**src/hw/rtl/dts_pkg.sv**
```systemverilog
// Package for the depth-first topological sort block.
// Holds request codes, status codes, controller states and command/status structs.
// No dependencies.
`timescale 1ns / 1ps
`default_nettype none
package dts_pkg;

	typedef enum logic [1:0] {
		REQ_ADD   = 2'd0,
		REQ_RUN   = 2'd1,
		REQ_CLEAR = 2'd2,
		REQ_NONE  = 2'd3
	} req_t;

	typedef enum logic [1:0] {
		ST_OK    = 2'd0,
		ST_FULL  = 2'd1,
		ST_RANGE = 2'd2
	} status_t;

	typedef enum logic [3:0] {
		S_IDLE,
		S_CLR,
		S_ADD,
		S_RUN_INIT,
		S_ROOT,
		S_PUSH,
		S_TOP,
		S_EDGE,
		S_HEAD,
		S_TEST,
		S_EMIT,
		S_EMIT_WAIT,
		S_STAT
	} state_t;

	typedef struct packed {
		logic clr_step;
		logic add_step;
		logic run_init;
		logic root_step;
		logic push_root;
		logic top_read;
		logic edge_read;
		logic head_read;
		logic test_step;
		logic emit_load;
		logic stat_load;
	} cmd_t;

	typedef struct packed {
		logic clr_done;
		logic root_done;
		logic root_push;
		logic sp_empty;
		logic edge_end;
		logic emit_done;
	} sts_t;

endpackage
`default_nettype wire

```
**src/hw/rtl/dts_ctrl.sv**
```systemverilog
// Controller state machine for the topological sort block.
// Depends on dts_pkg; drives the datapath through cmd_t and reads sts_t.
`timescale 1ns / 1ps
`default_nettype none
module dts_ctrl
	import dts_pkg::*;
(
	input  wire logic       clk,
	input  wire logic       arst_n,
	input  wire logic       in_fire,
	input  wire logic [1:0] in_req,
	input  wire logic       out_free,
	input  wire sts_t       sts,
	output cmd_t            cmd,
	output logic            busy
);

	state_t state_q, state_d;
	logic   boot_q;

	always_ff @(posedge clk or negedge arst_n) begin
		if (!arst_n) state_q <= S_CLR;
		else state_q <= state_d;
	end

	// The sweep after reset returns to idle without a status word.
	always_ff @(posedge clk or negedge arst_n) begin
		if (!arst_n) boot_q <= 1'b1;
		else if (state_q == S_CLR && sts.clr_done) boot_q <= 1'b0;
	end

	always_comb begin
		state_d = state_q;
		unique case (state_q)
			S_IDLE: begin
				if (in_fire) begin
					unique case (req_t'(in_req))
						REQ_ADD:   state_d = S_ADD;
						REQ_RUN:   state_d = S_RUN_INIT;
						REQ_CLEAR: state_d = S_CLR;
						REQ_NONE:  state_d = S_STAT;
						default:   state_d = S_STAT;
					endcase
				end
			end
			S_CLR:       if (sts.clr_done) state_d = boot_q ? S_IDLE : S_STAT;
			S_ADD:       state_d = S_STAT;
			S_STAT:      if (out_free) state_d = S_IDLE;
			S_RUN_INIT:  state_d = S_ROOT;
			S_ROOT: begin
				if (sts.root_done) state_d = S_EMIT;
				else if (sts.root_push) state_d = S_PUSH;
			end
			S_PUSH:      state_d = S_TOP;
			S_TOP: begin
				if (sts.sp_empty) state_d = S_ROOT;
				else state_d = S_EDGE;
			end
			S_EDGE:      state_d = sts.edge_end ? S_TOP : S_HEAD;
			S_HEAD:      state_d = S_TEST;
			S_TEST:      state_d = S_TOP;
			S_EMIT:      if (out_free) state_d = S_EMIT_WAIT;
			S_EMIT_WAIT: state_d = sts.emit_done ? S_IDLE : S_EMIT;
			default:     state_d = S_IDLE;
		endcase
	end

	always_comb begin
		cmd = '0;
		busy = 1'b1;
		unique case (state_q)
			S_IDLE:      busy = 1'b0;
			S_CLR:       cmd.clr_step = 1'b1;
			S_ADD:       cmd.add_step = 1'b1;
			S_STAT:      cmd.stat_load = out_free;
			S_RUN_INIT:  cmd.run_init = 1'b1;
			S_ROOT:      cmd.root_step = 1'b1;
			S_PUSH:      cmd.push_root = 1'b1;
			S_TOP:       cmd.top_read = 1'b1;
			S_EDGE:      cmd.edge_read = 1'b1;
			S_HEAD:      cmd.head_read = 1'b1;
			S_TEST:      cmd.test_step = 1'b1;
			S_EMIT:      cmd.emit_load = out_free;
			S_EMIT_WAIT: ;
			default:     ;
		endcase
	end

endmodule
`default_nettype wire

```
**config.mk**
```make
export PLATFORM = sky130hd
export DESIGN_NAME = dts_ctrl
export DESIGN_NICKNAME = d
export VERILOG_FILES = /design/src/hw/rtl/dts_pkg.sv /design/src/hw/rtl/dts_ctrl.sv
export SDC_FILE = /design/constraint.sdc
export NUM_CORES = 1
export LEC_CHECK = 0
export ABC_AREA = 1
export BUFFER_PORTS_ARGS = -buffer_cell sky130_fd_sc_hd__buf_2
export CAP_MARGIN = 20
export CELL_PAD_IN_SITES_DETAIL_PLACEMENT = 0
export CELL_PAD_IN_SITES_GLOBAL_PLACEMENT = 1
export CORE_UTILIZATION = 27
export CTS_CLUSTER_SIZE = 30
export DETAILED_ROUTE_END_ITERATION = 10
export PLACE_DENSITY = 0.76
export SLEW_MARGIN = 20
export SYNTH_ARGS = -nofsm -noshare
export SYNTH_HDL_FRONTEND = slang
export SYNTH_SLANG_ARGS = --single-unit
```
**constraint.sdc**
```tcl
create_clock -name clk -period 1.58 [get_ports clk]
set_input_delay 0.316 -clock clk [delete_from_list [all_inputs] [get_ports clk]]
set_output_delay 0.316 -clock clk [all_outputs]
set_load 0.01 [all_outputs]
```
==> results.txt <==
The count of nets left with antenna violations once routing finished came out at 0. The netlist area before placement came out at 609 um^2. The routed wire length per instance came out at 9.74 um. The die height is between 40 and 50 um. The number of storage elements in the synthesis netlist is 5. The maximum fanout along the worst path is 6. The part of the power in combinational logic is 70.6%. The core region area is 2040 um^2. The total number of clock tree sinks is 5. The post-synthesis cell type count is 16. The final global-route overflow total is 0. The power per cell area came out at 1680 nW/um^2. TritonCTS built the clock tree.

Summed over all cells, the static leakage comes to 0.578 nW. The final-report max-slew violation count is 0. The area share of and/or/nand/nor cells after synthesis came out at between 50% and 60%. STA classifies the critical path startpoint as a register.

The total length of routed met3 wires came out at 83 um. The initial antenna violation count is 0. The floorplan step defined a die boundary enclosing 2450 um^2. Clock tree synthesis selected as its root buffer the cell sky130_fd_sc_hd__clkbuf_4. The number of top-level pins came out at 24. The number of port buffers is 23.

The path type of the worst min-delay path is input pin to register. The clock-pin slew on the worst setup and hold paths is 50 ps. The area growth from synthesis to layout is 44.6%. The die width came out at a little under 50 um.

The synthesized instance count is 109. The routed layout has around 730 vias. The count of antenna diodes in the layout is 0. The worst ir drop on vdd is between 0.8 and 0.9 mV. The number of H-tree branching levels came out at 1. The weighted congestion at the end of routability-driven global placement is 0.801.

Internal power comes to ~0.0007 W. The worst-case setup slack after placement is 189 ps. The number of placement rows came out at 16. The portion of total power attributed to sequential cells came out at 19.6%. The clock passes through at most 2 buffers. The number of vias per cell after detailed routing came out at 4.27.

After synthesis, the largest family of logic cells by area is simple AND/OR/NAND/NOR gates. The post-synthesis compound-gate area fraction is 2.26%. In this run the mean area of a mapped cell was around 5.6 um^2. Once routing completed, OpenROAD measured the worst setup slack at 10.7 ps. The headroom to the max-slew limit came out at 86.7%. The data required time at the worst endpoint came out at around 1300 ps.

The post-route standard cell area excluding fillers is 881 um^2. Setup violations remaining at the end of the flow were counted as 0. The number of maximum-capacitance violations came out at 0.

The portion of total power attributed to the clock network came out at roughly 9.8%. Summing the areas of all fa, ha and maj instances in the mapped netlist gives 6.16% of the synthesized area. The routed length on met1 came out at around 760 um.

The clock period could shrink to 1570 ps. The class of the most critical setup path is register to output pin. The accumulated negative setup slack is 0 ps. The first-pass iteration count of the detailed router is 4.

The remaining design rule violation count is 0. The worst setup skew after layout came out at 6.01 ps. The wire length of the first global-routing pass came out at 2730 um.

The sequential-to-total area share from yosys stat is 20.9%. The number of non-filler instances in the completed layout is 171. The maximum clock frequency came out at around 0.64 GHz. In the finished design, the share of the clock period the worst path needs comes to between 90% and 100%.

At the pin with the least slew margin, the transition time is 200 ps. The global router's overall resource usage is 14.4%. After detailed routing, no signal wire sits above met4.

The final-report hold violation count came out at 0. The net switching power of the design came out at slightly below 0.0008 W. The number of global-route vias before repair is 691. The largest net degree at the start of global routing came out at 7. The net count after synthesis is 124. After detailed routing, the total wire length is ~1700 um. STA classifies the critical path endpoint as an output pin. The number of placed cells counting well taps is 161. The post-synthesis xor/xnor area fraction is 0%. The flow ran to the end, and the final reports show no timing, DRC or antenna violations. The layout net count came out at 160. Yosys printed 0 warnings. The initial cell density of the core came out at between 20% and 30%.

The switching share of total power is 52.5%. Of the cells placed in the final design, the portion with a size suffix greater than 1 is between 40% and 50%. The DRC violation total after the first TritonRoute iteration is 13.

The half-perimeter wire length after placement is 1320 um. The clock buffer count from CTS is 3. Setup repair after global routing could not meet its margin everywhere. In this run the cell area measured after placement is 773 um^2. The insertion delay to the later sink of the worst-skew pair came out at 240 ps. Data on the critical path arrives at its endpoint at 1250 ps. The total length of routed met2 wires came out at a little over 800 um. The multiplexer share of the synthesized area came out at 0%.
==> final timing paths <==
path	from	endpoint	slack (ps)	depth (start not counted)
hold / removal	sts[5]	state_q[0]	340	4
setup reg to reg	state_q[0]	state_q[1]	110	8
min in group asynchronous	arst_n	state_q[1]	410	2
hold reg to reg	boot_q	boot_q	490	2
setup / recovery	state_q[0]	cmd[6]	10	5
max in group asynchronous	arst_n	boot_q	950	2
==> sequential cells by signal, summed over array words and instances (netlist names) <==
| register | flops |
|---|---|
| state_q | 4 |
| boot_q | 1 |
==> placed cells by master (no fill, tap or decap), drive strengths merged, types with 3 or more instances in the layout <==
cell type,instances
buf,30
inv,24
ha,3
dfrtp,3
nand3,8
clkbuf,4
nor2,22
nand2,40
==> critical path, cell delays in order (launching register included) <==
cell                      delay (ps)
sky130_fd_sc_hd__dfstp_2         610
sky130_fd_sc_hd__inv_2            70
sky130_fd_sc_hd__nor2_4           90
sky130_fd_sc_hd__nand2_1          70
sky130_fd_sc_hd__inv_1            50
sky130_fd_sc_hd__buf_2           120
==> kinds of logic (layout without fill, tap and decap cells) <==
kind of cell / count (synthesis) / count (layout)
AOI/OAI and AO/OA: 2 / 2
adders and majority gates: 3 / 3
buffers and inverters: 24 / 59
DFF: 5 / 5
and+or+nand+nor: 75 / 75
==> final cells by class <==
type,count,area [um^2]
timing repair buffer,31,181
inverter,24,90.1
multi-input combinational,80,419
clock buffer,4,26.3
tap,27,33.8
fill,240,1160
sequential,5,130
==> cell usage after synthesis <==
| master | n | share of area, % |
|---|---|---|
| sky130_fd_sc_hd__dfrtp_1 | 3 | 12 |
| sky130_fd_sc_hd__dfstp_2 | 2 | 8.6 |
| sky130_fd_sc_hd__ha_1 | 3 | 6.2 |
| sky130_fd_sc_hd__inv_1 | 21 | 13 |
| sky130_fd_sc_hd__inv_2 | 3 | 1.8 |
| sky130_fd_sc_hd__nand2_1 | 39 | 24 |
| sky130_fd_sc_hd__nand2_2 | 1 | 1.0 |
| sky130_fd_sc_hd__nand3_1 | 8 | 6.6 |
| sky130_fd_sc_hd__nand3b_1 | 2 | 2.5 |
| sky130_fd_sc_hd__nand4_1 | 2 | 2.1 |
| sky130_fd_sc_hd__nor2_1 | 13 | 8.0 |
| sky130_fd_sc_hd__nor2_2 | 7 | 7.2 |
| sky130_fd_sc_hd__nor2_4 | 2 | 3.7 |
| sky130_fd_sc_hd__nor3_1 | 1 | 0.82 |
| sky130_fd_sc_hd__o21ai_0 | 1 | 0.82 |
| sky130_fd_sc_hd__o21ai_2 | 1 | 1.4 |
==> through the flow <==
step	utilization [%]	hold WS, ps	total power (W)
detailed placement	37.9	134	0.00115
finish	43.1	338	0.00148
global route	43.1	358	0.00162
global placement	37.9	133	0.00115
CTS	41.0	330	0.00138
floorplan	-	20.4	0.000866
==> metal layers <==
metal	GRT usage (%)	up-vias
met5	0	-
li1	-	393
met4	2.38	0
met2	24.0	18
met1	18.7	318
met3	4.01	2
==> power groups by stage <==
stage / Sequential, W / Combinational [W] / Clock [W]
6_report: 0.000290 / 0.00105 / 0.000145
5_1_grt: 0.000298 / 0.00116 / 0.000163
4_1_cts: 0.000286 / 0.000939 / 0.000151
3_5_place_dp: 0.000278 / 0.000869 / 0
3_3_place_gp: 0.000274 / 0.000874 / 0
2_1_floorplan: 0.000261 / 0.000606 / 0
==> what timing repair did <==
| item | CTS | global route |
|---|---|---|
| endpoints found under the setup margin | 8 | 12 |
| pin swaps | 2 | 5 |
| gates resized for setup | 5 | 9 |
| buffers inserted | 2 | 3 |
| hold endpoints to repair | 3 | 0 |
| hold buffers | 1 | 0 |
Power figures use the tool's default switching activity.
